## config.mk

```make
export PLATFORM = sky130hd
export DESIGN_NAME = min_max_decimation_pyramid
export DESIGN_NICKNAME = d
export VERILOG_FILES = /design/src/hw/rtl/mmdp_pkg.sv /design/src/hw/rtl/mmdp_ctrl.sv /design/src/hw/rtl/mmdp_datapath.sv /design/src/hw/rtl/min_max_decimation_pyramid.sv
export SDC_FILE = /design/constraint.sdc
export NUM_CORES = 1
export LEC_CHECK = 0
export BUFFER_PORTS_ARGS = -buffer_cell sky130_fd_sc_hd__clkbuf_2
export CAP_MARGIN = 20
export CORE_MARGIN = 8
export CORE_UTILIZATION = 59
export CTS_BUF_LIST = sky130_fd_sc_hd__clkbuf_8
export DETAILED_ROUTE_END_ITERATION = 12
export PLACE_DENSITY = 0.79
export SYNTH_ARGS = -nofsm -noshare
export SYNTH_HDL_FRONTEND = slang
export SYNTH_SLANG_ARGS = --single-unit
export TNS_END_PERCENT = 30
```

## constraint.sdc

```tcl
create_clock -name clk -period 4.85 [get_ports clk]
set_input_delay 0.97 -clock clk [delete_from_list [all_inputs] [get_ports clk]]
set_output_delay 0.97 -clock clk [all_outputs]
set_load 0.02 [all_outputs]
```

## src/hw/rtl/mmdp_pkg.sv

```systemverilog
// ----------------------------------------------------------------------------
// mmdp_pkg
// Shared types and constants for the min/max decimation pyramid: default
// sizes, field widths, chain codes, controller states and control structs.
// ----------------------------------------------------------------------------
package mmdp_pkg;

	localparam int DEF_LEVELS      = 24;
	localparam int DEF_SAMPLE_BITS = 16;
	localparam int DEF_COUNT_BITS  = 32;

	// fixed widths of the result fields
	localparam int LEVEL_BITS = 5;
	localparam int CHAIN_BITS = 2;
	localparam int POS_BITS   = 32;

	localparam logic [CHAIN_BITS-1:0] CHAIN_RAW = 2'd0;
	localparam logic [CHAIN_BITS-1:0] CHAIN_MIN = 2'd1;
	localparam logic [CHAIN_BITS-1:0] CHAIN_MAX = 2'd2;

	typedef enum logic [1:0] {
		ST_IDLE,
		ST_RAW,
		ST_MIN,
		ST_MAX
	} mmdp_state_t;

	// controller to datapath
	typedef struct packed {
		logic                  load;
		logic                  emit;
		logic [CHAIN_BITS-1:0] chain;
		logic                  last;
		logic                  advance;
		logic                  store;
		logic                  restart;
	} mmdp_cmd_t;

	// datapath to controller
	typedef struct packed {
		logic out_free;
		logic chain_end;
		logic top;
	} mmdp_sts_t;

endpackage

```

## src/hw/rtl/mmdp_ctrl.sv

```systemverilog
// ----------------------------------------------------------------------------
// mmdp_ctrl
// Sequencer: takes a sample, issues the raw write, then walks the minimum
// and maximum chains level by level until the pair count is odd or at the top.
// ----------------------------------------------------------------------------
module mmdp_ctrl (
	input  logic               clk,
	input  logic               arst_n,
	input  logic               sample_valid,
	output logic               sample_ready,
	input  mmdp_pkg::mmdp_sts_t sts,
	output mmdp_pkg::mmdp_cmd_t cmd
);
	import mmdp_pkg::*;

	mmdp_state_t state_q;
	mmdp_state_t state_d;

	always_ff @(posedge clk or negedge arst_n) begin
		if (!arst_n) begin
			state_q <= ST_IDLE;
		end else begin
			state_q <= state_d;
		end
	end

	always_comb begin
		state_d      = state_q;
		sample_ready = 1'b0;
		cmd          = '0;
		cmd.chain    = CHAIN_RAW;
		case (state_q)
			ST_IDLE: begin
				sample_ready = 1'b1;
				if (sample_valid) begin
					cmd.load = 1'b1;
					state_d  = ST_RAW;
				end
			end
			ST_RAW: begin
				cmd.chain = CHAIN_RAW;
				if (sts.out_free) begin
					cmd.emit = 1'b1;
					if (sts.chain_end) begin
						// first half of a pair: keep it and finish
						cmd.store = 1'b1;
						cmd.last  = 1'b1;
						state_d   = ST_IDLE;
					end else begin
						cmd.advance = 1'b1;
						state_d     = ST_MIN;
					end
				end
			end
			ST_MIN: begin
				cmd.chain = CHAIN_MIN;
				if (sts.out_free) begin
					cmd.emit = 1'b1;
					if (sts.chain_end) begin
						cmd.store   = !sts.top;
						cmd.restart = 1'b1;
						state_d     = ST_MAX;
					end else begin
						cmd.advance = 1'b1;
					end
				end
			end
			ST_MAX: begin
				cmd.chain = CHAIN_MAX;
				if (sts.out_free) begin
					cmd.emit = 1'b1;
					if (sts.chain_end) begin
						cmd.store = !sts.top;
						cmd.last  = 1'b1;
						state_d   = ST_IDLE;
					end else begin
						cmd.advance = 1'b1;
					end
				end
			end
			default: begin
				state_d = ST_IDLE;
			end
		endcase
	end

endmodule

```

## src/hw/rtl/mmdp_datapath.sv

```systemverilog
// ----------------------------------------------------------------------------
// mmdp_datapath
// Sample counter, level walker, pending pair halves of both chains, the
// min/max accumulators and the result register.
// ----------------------------------------------------------------------------
module mmdp_datapath #(
	parameter int LEVELS      = mmdp_pkg::DEF_LEVELS,
	parameter int SAMPLE_BITS = mmdp_pkg::DEF_SAMPLE_BITS,
	parameter int COUNT_BITS  = mmdp_pkg::DEF_COUNT_BITS
) (
	input  logic                                clk,
	input  logic                                arst_n,
	input  logic signed [SAMPLE_BITS-1:0]       sample,
	input  mmdp_pkg::mmdp_cmd_t                 cmd,
	output mmdp_pkg::mmdp_sts_t                 sts,
	output logic                                result_valid,
	input  logic                                result_ready,
	output logic [mmdp_pkg::LEVEL_BITS-1:0]     level,
	output logic [mmdp_pkg::CHAIN_BITS-1:0]     chain,
	output logic [mmdp_pkg::POS_BITS-1:0]       position,
	output logic signed [SAMPLE_BITS-1:0]       value,
	output logic                                last
);
	import mmdp_pkg::*;

	localparam int LV_BITS  = $clog2(LEVELS + 1);
	localparam int IDX_BITS = (LEVELS > 1) ? $clog2(LEVELS) : 1;

	// entry 0 holds the pending raw sample, entry L the pending half at level L
	logic signed [SAMPLE_BITS-1:0] pend_min_q [LEVELS];
	logic signed [SAMPLE_BITS-1:0] pend_max_q [LEVELS];

	logic [COUNT_BITS-1:0]         count_q;
	logic [COUNT_BITS:0]           c_q;
	logic [COUNT_BITS:0]           sh_q;
	logic [LV_BITS-1:0]            lv_q;
	logic signed [SAMPLE_BITS-1:0] s_q;
	logic signed [SAMPLE_BITS-1:0] acc_min_q;
	logic signed [SAMPLE_BITS-1:0] acc_max_q;
	logic                          out_valid_q;

	logic [IDX_BITS-1:0]                   idx;
	logic signed [SAMPLE_BITS-1:0]         rd_min;
	logic signed [SAMPLE_BITS-1:0]         rd_max;
	logic signed [SAMPLE_BITS-1:0]         min_a;
	logic signed [SAMPLE_BITS-1:0]         max_a;
	logic signed [SAMPLE_BITS-1:0]         min_new;
	logic signed [SAMPLE_BITS-1:0]         max_new;
	logic signed [SAMPLE_BITS-1:0]         emit_val;
	logic [COUNT_BITS:0]                   sh_m1;
	logic [POS_BITS+COUNT_BITS:0]          pos_wide;
	logic [LEVEL_BITS+LV_BITS-1:0]         lvl_wide;
	logic [COUNT_BITS:0]                   c_next;
	logic                                  top;

	assign idx    = lv_q[IDX_BITS-1:0];
	assign rd_min = pend_min_q[idx];
	assign rd_max = pend_max_q[idx];
	assign top    = (lv_q == LV_BITS'(LEVELS));

	// the raw level feeds both chains
	assign min_a   = (cmd.chain == CHAIN_RAW) ? s_q : acc_min_q;
	assign max_a   = (cmd.chain == CHAIN_RAW) ? s_q : acc_max_q;
	assign min_new = (min_a < rd_min) ? min_a : rd_min;
	assign max_new = (max_a > rd_max) ? max_a : rd_max;

	assign sh_m1    = sh_q - {{COUNT_BITS{1'b0}}, 1'b1};
	assign pos_wide = {{POS_BITS{1'b0}}, sh_m1};
	assign lvl_wide = {{LEVEL_BITS{1'b0}}, lv_q};
	assign c_next   = {1'b0, count_q} + {{COUNT_BITS{1'b0}}, 1'b1};

	always_comb begin
		case (cmd.chain)
			CHAIN_RAW: emit_val = s_q;
			CHAIN_MIN: emit_val = acc_min_q;
			default:   emit_val = acc_max_q;
		endcase
	end

	assign sts.out_free  = !out_valid_q || result_ready;
	assign sts.chain_end = sh_q[0] || top;
	assign sts.top       = top;

	always_ff @(posedge clk or negedge arst_n) begin
		if (!arst_n) begin
			count_q     <= '0;
			out_valid_q <= 1'b0;
		end else begin
			if (cmd.load) begin
				count_q <= c_next[COUNT_BITS-1:0];
			end
			if (cmd.emit) begin
				out_valid_q <= 1'b1;
			end else if (result_ready) begin
				out_valid_q <= 1'b0;
			end
		end
	end

	always_ff @(posedge clk) begin
		if (cmd.load) begin
			s_q  <= sample;
			c_q  <= c_next;
			sh_q <= c_next;
			lv_q <= '0;
		end else if (cmd.restart) begin
			sh_q <= c_q >> 1;
			lv_q <= LV_BITS'(1);
		end else if (cmd.advance) begin
			sh_q <= sh_q >> 1;
			lv_q <= lv_q + LV_BITS'(1);
		end
		if (cmd.advance) begin
			if (cmd.chain == CHAIN_RAW) begin
				acc_min_q <= min_new;
				acc_max_q <= max_new;
			end else if (cmd.chain == CHAIN_MIN) begin
				acc_min_q <= min_new;
			end else begin
				acc_max_q <= max_new;
			end
		end
		if (cmd.store) begin
			if (cmd.chain == CHAIN_RAW) begin
				pend_min_q[idx] <= s_q;
				pend_max_q[idx] <= s_q;
			end else if (cmd.chain == CHAIN_MIN) begin
				pend_min_q[idx] <= acc_min_q;
			end else begin
				pend_max_q[idx] <= acc_max_q;
			end
		end
		if (cmd.emit) begin
			level    <= lvl_wide[LEVEL_BITS-1:0];
			chain    <= cmd.chain;
			position <= pos_wide[POS_BITS-1:0];
			value    <= emit_val;
			last     <= cmd.last;
		end
	end

	assign result_valid = out_valid_q;

endmodule

```

## src/hw/rtl/min_max_decimation_pyramid.sv

```systemverilog
// ----------------------------------------------------------------------------
// min_max_decimation_pyramid
// Builds a min/max decimation pyramid from a stream of signed samples and
// emits the buffer write commands that each sample causes.
// ----------------------------------------------------------------------------
// Each accepted sample produces one raw write at level 0 and, when it closes
// a pair, d writes down the minimum chain followed by d writes down the
// maximum chain, where d is the number of trailing zero bits of the new
// sample count (capped at LEVELS). The writes of a sample leave through a
// single result register at one per cycle while result_ready is held high.
// The sample is taken first, then its raw write goes out, then one write per
// chain level. The final write of a sample carries last, and the next
// sample is taken while that write is still waiting on result_ready.
module min_max_decimation_pyramid #(
	parameter int LEVELS      = mmdp_pkg::DEF_LEVELS,
	parameter int SAMPLE_BITS = mmdp_pkg::DEF_SAMPLE_BITS,
	parameter int COUNT_BITS  = mmdp_pkg::DEF_COUNT_BITS
) (
	input  logic                            clk,
	input  logic                            arst_n,
	input  logic                            sample_valid,
	output logic                            sample_ready,
	input  logic signed [SAMPLE_BITS-1:0]   sample,
	output logic                            result_valid,
	input  logic                            result_ready,
	output logic [mmdp_pkg::LEVEL_BITS-1:0] level,
	output logic [mmdp_pkg::CHAIN_BITS-1:0] chain,
	output logic [mmdp_pkg::POS_BITS-1:0]   position,
	output logic signed [SAMPLE_BITS-1:0]   value,
	output logic                            last
);
	import mmdp_pkg::*;

	mmdp_cmd_t cmd;
	mmdp_sts_t sts;

	mmdp_ctrl u_ctrl (
		.clk          (clk),
		.arst_n       (arst_n),
		.sample_valid (sample_valid),
		.sample_ready (sample_ready),
		.sts          (sts),
		.cmd          (cmd)
	);

	mmdp_datapath #(
		.LEVELS      (LEVELS),
		.SAMPLE_BITS (SAMPLE_BITS),
		.COUNT_BITS  (COUNT_BITS)
	) u_datapath (
		.clk          (clk),
		.arst_n       (arst_n),
		.sample       (sample),
		.cmd          (cmd),
		.sts          (sts),
		.result_valid (result_valid),
		.result_ready (result_ready),
		.level        (level),
		.chain        (chain),
		.position     (position),
		.value        (value),
		.last         (last)
	);

endmodule

```

==> flow_metrics.tcl, run 1 <==
set metrics [dict create \
    status "finished, final reports clean" \
    hpwl_um 58100 \
    setup-tns-final_ns 0 \
    vias 22000 \
    yosysWarnings 0 \
    fin_crit_sh_pct 93.5 \
    syn_avg_cell_area_um2 17.6 \
    ioPinCount 78 \
    startpoint_type "flop" \
    htreeDepth 4 \
    met3_usage_pct 6.56 \
    antenna_found_initial 4 \
    cts-resized-gates 0 \
    synthCells 2257 \
    worstPathRequired_ns 5.46 \
    grt_max_degree 65 \
    clock_path_buffers 3 \
    synthXorXnorAreaFrac_pct 1.79 \
    firstDrtPassIters 5 \
    peakVddDrop_mv 0.420 \
    fin_worst_skew_ns 0.0300 \
    synth_top_family_by_area "multiplexers" \
    nets 2536 \
    floorplan.die_area_um2 75900 \
    via_per_inst 6.33 \
    avgRoutedWirePerCell_um 26.5 \
    fmax_mhz 221 \
    gr-usage-met2_pct 38.8 \
    root_buffer "clkbuf_8" \
    synth.area.mux_share_pct 13.1 \
    grt_usage_pct 24.6 \
    synth.distinct_cells 59 \
    slew_viol_final 0 \
    fp-row-count 95 \
    async_flop_share_pct 3.58 \
    critical_path_class "reg -> reg" \
    worstPathArrival_ns 5.15 \
    multiInputGateArea_um2 10000 \
    cts_hold_buf 0 \
    drt_iter0_markers 2709 \
    setup_viol 0 \
    core_um2 66900 \
    synth_fp_nets 2314 \
    drv_cap 0 \
    synthesis.area_um2 39700 \
    cellPowerDensity_nw_per_um2 600 \
    ys.flop_type "edfxtp_1" \
    final-seq-area_um2 29100 \
    cts.sinks 977 \
    cts_tree "built" \
    layout-drive-gt1-share_pct 23.6 \
    grt_overflow 0 \
    grt_pass1_wl_um 137000 \
    r2r_cells 14 \
    initial_utilization_pct 59.4 \
    fillers 4191 \
    cts_buffers 148 \
    dieWidth_um 276 \
    port_buffers 77 \
    synthSimpleGateAreaFrac_pct 5.78 \
    clkTransAtPathRegs_ns 0.06 \
    die_h_um 276 \
    hold_ws_ns 0.324 \
    rsz0062_at_grt "false" \
    clk_latency_ns 0.81 \
    final_util_pct 66.4 \
    cts_setup_buffers 0 \
    hold_path.class "in -> async" \
    critical_path_peak_fanout 16 \
    synth_compound_area_share_pct 3.25 \
    hold_viol 0 \
    wirelength_um 91900 \
    grt_pass1_vias 22400 \
    antenna_left 0 \
    slew_headroom_pct 35.6 \
    synth_edf_count 937 \
    ys_seq_elements 977 \
    power_leakage_nw 15.3 \
    post-route-min-period_ns 4.53 \
    worst_slew_pin_slew_ns 0.965 \
    grt-busiest-layer "met2" \
    cp-end-kind "flop" \
    synth-adder-area-share_pct 1.17 \
    use_met1_pct 32.8 \
    area_growth_pct 11.8 \
    ys_seq_area_share_pct 73.3 \
    gp_congestion 0.901 \
    drc 0 \
]
[state kept, by name, indices dropped and copies added, names as in the netlist, 32 cells and up, named ones only]
signal                 cells
u_datapath.sh_q           33
u_datapath.pend_min_q    384
u_datapath.c_q            32
u_datapath.position       32
u_datapath.pend_max_q    384
u_datapath.count_q        32
[routing by layer]
metal / vias up / wire [µm]
li1: 9302 / -
met1: 11100 / 34600
met2: 1361 / 44100
met3: 227 / 10000
met4: 2 / 3110
met5: - / 8
[kinds of logic (layout without fill, tap and decap cells)]
logic type / Yosys count / after routing
flops: 977 / 977
buf+inv: 153 / 489
mux: 277 / 277
xor+xnor: 81 / 81
other cells: 0 / 5
compound gates: 215 / 215
fa+ha+maj: 37 / 37
simple gates: 517 / 517
[cells in the final DEF, fill, tap and decap left out, types with 16 or more instances in the layout]
cell type  count
clkinv_2      18
a31oi_1       22
and3_1        19
nand3_1       20
edfxtp_1     937
clkinv_1      31
nand2_1      235
ha_1          37
mux2i_1       52
nor2b_1       19
mux4_2       190
buf_4         88
nor2_1       151
clkbuf_8     155
xnor2_1       37
dfrtp_1       35
mux2_2        32
a21oi_1      104
a22oi_1       46
clkbuf_2      78
o21ai_1       18
xor2_1        44
nand4_1       16
inv_1         90
[worst paths after layout]
check / start / endpoint / slack, ns
worst min register to register: u_datapath.count_q[10] / u_datapath.count_q[10] / 0.53
min in group clk: sample[7] / u_datapath.s_q[7] / 0.35
max in group asynchronous: arst_n / u_datapath.count_q[0] / 3.92
worst max register to register: u_datapath.idx[0] / u_datapath.acc_max_q[8] / 0.32
worst min-delay path: arst_n / u_datapath.count_q[14] / 0.32
worst max-delay path: u_datapath.idx[0] / u_datapath.acc_max_q[8] / 0.32
[power breakdown]
group | internal (mW) | total (mW) | switching, mW
logic | 3.26 | 8.57 | 5.30
clock network | 3.20 | 6.32 | 3.12
registers | 11.1 | 11.8 | 0.653
[layout make-up]
class | instances | share of cell area [%]
flip-flops and latches | 977 | 65.6
repair buffers | 175 | 2.77
diodes | 5 | 0.0282
inverters | 50 | 0.425
clock inverters | 109 | 1.39
multi-input cells | 1127 | 22.5
clock buffers | 155 | 4.80
well taps | 873 | 2.46
[cells in the mapped netlist, drive strengths merged (16+ instances only)]
library cell / instances / area (µm²)
edfxtp: 937 / 28100
nand2: 236 / 886
mux4: 191 / 4310
nor2: 153 / 577
a21oi: 104 / 521
clkbuf: 60 / 225
mux2i: 53 / 543
inv: 49 / 184
a22oi: 46 / 345
xor2: 44 / 385
buf: 43 / 225
ha: 37 / 463
xnor2: 37 / 324
dfrtp: 35 / 876
mux2: 33 / 372
a31oi: 22 / 138
nand3: 22 / 120
o21ai: 22 / 110
and3: 19 / 119
nor2b: 19 / 119
nand4: 16 / 100
[stage by stage]
stage | instance area [µm²] | total power [mW] | setup WS, ns | std cells
6_report | 44400 | 26.7 | 0.316 | 3471
5_1_grt | 44400 | 27.8 | 0.0984 | 3467
4_1_cts | 44400 | 26.7 | 0.400 | 3465
3_5_place_dp | 41600 | 20.4 | 0.429 | 3201
3_3_place_gp | 41600 | 20.1 | 0.561 | 3201
2_1_floorplan | 39700 | 17.6 | 0.610 | 2257
[worst max-delay path, cell delays in order (launching register included)]
cell      delay, ns
dfxtp_4        0.52
buf_4          0.21
buf_4          0.29
mux4_2         0.54
a22oi_1        0.43
o21ai_1        0.12
a21oi_1        0.20
ha_1           0.29
a21oi_1        0.20
o21ai_1        0.15
a211oi_1       0.28
or3_1          0.17
a21o_1         0.12
nand3_2        0.43
mux2i_1        0.38
Power figures use the tool's default switching activity.
==> run 2, diff against run 1 <==
Clock period 4.85 ns to 3.95 ns, I/O delays scaled along.
==> run 2 against run 1 <==
Effect of this change: die area stayed put; routed wire length is 3.1% higher; clock skew is 0.0046 ns higher; largest power group unchanged; critical path type unchanged; setup slack worse by 0.27 ns; first-iteration DRC count is 6.9% lower; sequential cell count stayed put; combinational power is 38% higher; via count is 1.5% higher; total power is 28% higher; clock power is 23% higher; worst hold slack worse by 0.18 ns; core utilization is 1.4 points higher.
==> flow_metrics.tcl, run 2 (synthesized netlist as in run 1, its figures left out) <==
set metrics [dict create \
    status "finished, final reports clean" \
    dieWidth_um 276 \
    critical_path_class "reg -> reg" \
    top_regs "u_datapath.pend_max_q x384, u_datapath.pend_min_q x384, u_datapath.sh_q x33" \
    startpoint_type "flop" \
    nets 2594 \
    p_int_mw 22.5 \
    fin_worst_skew_ns 0.0346 \
    clkTransAtPathRegs_ns 0.06 \
    pwr-share-clk_pct 22.9 \
    vias 22300 \
    fillers 4065 \
    critical_path_peak_fanout 16 \
    cp-end-kind "flop" \
    hold_path.class "in -> async" \
    cts_tree "built" \
    final-seq-area_um2 29100 \
    fmax_mhz 256 \
    netSwitchingFraction_pct 33.9 \
    power_leakage_nw 15.7 \
    port_buffers 77 \
    drc 0 \
    via_per_inst 6.33 \
    setup_viol 0 \
    firstDrtPassIters 7 \
    hpwl_um 57600 \
    post-route-min-period_ns 3.91 \
    gp_congestion 0.886 \
    core_um2 66900 \
    layout_common_cells "937 x edfxtp_1, 233 x nand2_1, 190 x mux4_2" \
    root_buffer "clkbuf_8" \
    setup_slack_ns 0.0416 \
    avgRoutedWirePerCell_um 26.9 \
    fp-row-count 95 \
    crit_path_top_delay_cell "mux4_2" \
    fin_crit_sh_pct 98.9 \
    cts.sinks 977 \
    cp.buffers_inverters 4 \
    pre_cts_slack_ns -0.0691 \
    initial_utilization_pct 59.4 \
    worstPathRequired_ns 4.56 \
    die_h_um 276 \
    clock_path_buffers 3 \
    p_sw_mw 11.5 \
    grt_pass1_vias 22600 \
    worstPathCellList "buf_12 -> buf_4 -> clkbuf_16 -> mux4_2 -> mux2i_1 -> o21ai_1 -> a21oi_2 -> ha_1 -> a21oi_1 -> o21ai_1 -> a211oi_1 -> or3_1 -> a21o_1 -> nand3_2 -> buf_12 -> mux2i_1" \
    comb_power_share_pct 34.8 \
    clk_latency_ns 0.79 \
    dp_cells 3230 \
    multiInputGateArea_um2 10100 \
    grt_pass1_wl_um 137000 \
    cts_hold_buf 0 \
    wirelength_um 94800 \
    layout-drive-gt1-share_pct 26.1 \
    critical_path.top_delay_family "multiplexers" \
    area_growth_pct 14.2 \
    floorplan.die_area_um2 75900 \
    drv_cap 0 \
    antenna_found_initial 1 \
    cts_buffers 147 \
    ioPinCount 78 \
    power_frac_seq_pct 42.3 \
    worstPathArrival_ns 4.52 \
    grt_usage_pct 24.6 \
    final_cell_count_no_fill 3526 \
    drt_iter0_markers 2523 \
    setup-tns-final_ns 0 \
    htreeDepth 4 \
    cellPowerDensity_nw_per_um2 750 \
    final_common_cell "edfxtp_1" \
    antenna_left 0 \
    slew_viol_final 0 \
    grt_overflow 0 \
    hold_viol 0 \
    final_util_pct 67.8 \
    max_stage_delay_ns 0.52 \
    peakVddDrop_mv 0.526 \
    worst_slew_pin_slew_ns 0.999 \
    rsz0062_at_grt "true" \
    slew_headroom_pct 32.8 \
    grt_max_degree 66 \
]
run 2: path summary, 6_finish.rpt:
path                                         from                        to  slack, ns  depth (start not counted)
max                             u_datapath.idx[0]  u_datapath.acc_max_q[11]       0.04                         16
min                                        arst_n    u_datapath.count_q[13]       0.15                          1
max reg2reg                     u_datapath.idx[0]  u_datapath.acc_max_q[11]       0.04                         16
min reg2reg                u_datapath.count_q[10]    u_datapath.count_q[10]       0.54                          1
max in group asynchronous                  arst_n    u_datapath.count_q[23]       3.20                          1
min in group clk                        sample[9]         u_datapath.s_q[9]       0.20                          1
run 2: worst register-to-register path, delay by kind of cell (launching register included):
kind	cells	cell delay, ns
buffers and inverters	4	0.69
flip-flops	1	0.37
AND/OR/NAND/NOR	2	0.45
AO/OA/AOI/OAI	6	1.00
adder cells (fa/ha/maj)	1	0.17
multiplexers	3	1.05
run 2: final cells by class:
cell class / count / share of cell area [%]
antenna: 2 / 0.0110
clock buffer: 151 / 4.58
clock inverter: 112 / 1.49
inverter: 50 / 0.416
multi-input combinational: 1127 / 22.4
sequential: 977 / 64.2
tap: 873 / 2.41
timing repair buffer: 234 / 4.55
run 2: power groups by stage:
stage / combinational, mW / sequential, mW / clock, mW
2_1_floorplan: 6.90 / 14.7 / 0
3_3_place_gp: 10.6 / 14.5 / 0
3_5_place_dp: 10.9 / 14.6 / 0
4_1_cts: 11.1 / 14.4 / 7.90
5_1_grt: 12.6 / 14.5 / 8.34
6_report: 11.8 / 14.4 / 7.79
run 2: metrics by stage:
| stage | hold WS (ns) | area [µm²] | power [mW] |
|---|---|---|---|
| finish | 0.147 | 45400 | 34.0 |
| global route | 0.157 | 45400 | 35.4 |
| CTS | 0.120 | 44900 | 33.4 |
| detailed placement | 0.527 | 42100 | 25.5 |
| global placement | 0.508 | 42100 | 25.1 |
| floorplan | 0.409 | 39700 | 21.6 |
run 2: metal layers:
layer	GRT usage [%]	vias to the layer above	share of wire [%]
li1	-	9418	-
met1	31.4	11300	37
met2	39.9	1390	49
met3	7.11	209	11
met4	9.39	0	3.1
met5	0	-	0
run 2: what timing repair did:
action | 4_1_cts | 5_1_grt
pin swaps | 2 | 2
setup buffers | 3 | 20
gates resized for setup | 6 | 35
setup endpoints to repair | 18 | 32
cloned | 1 | 7
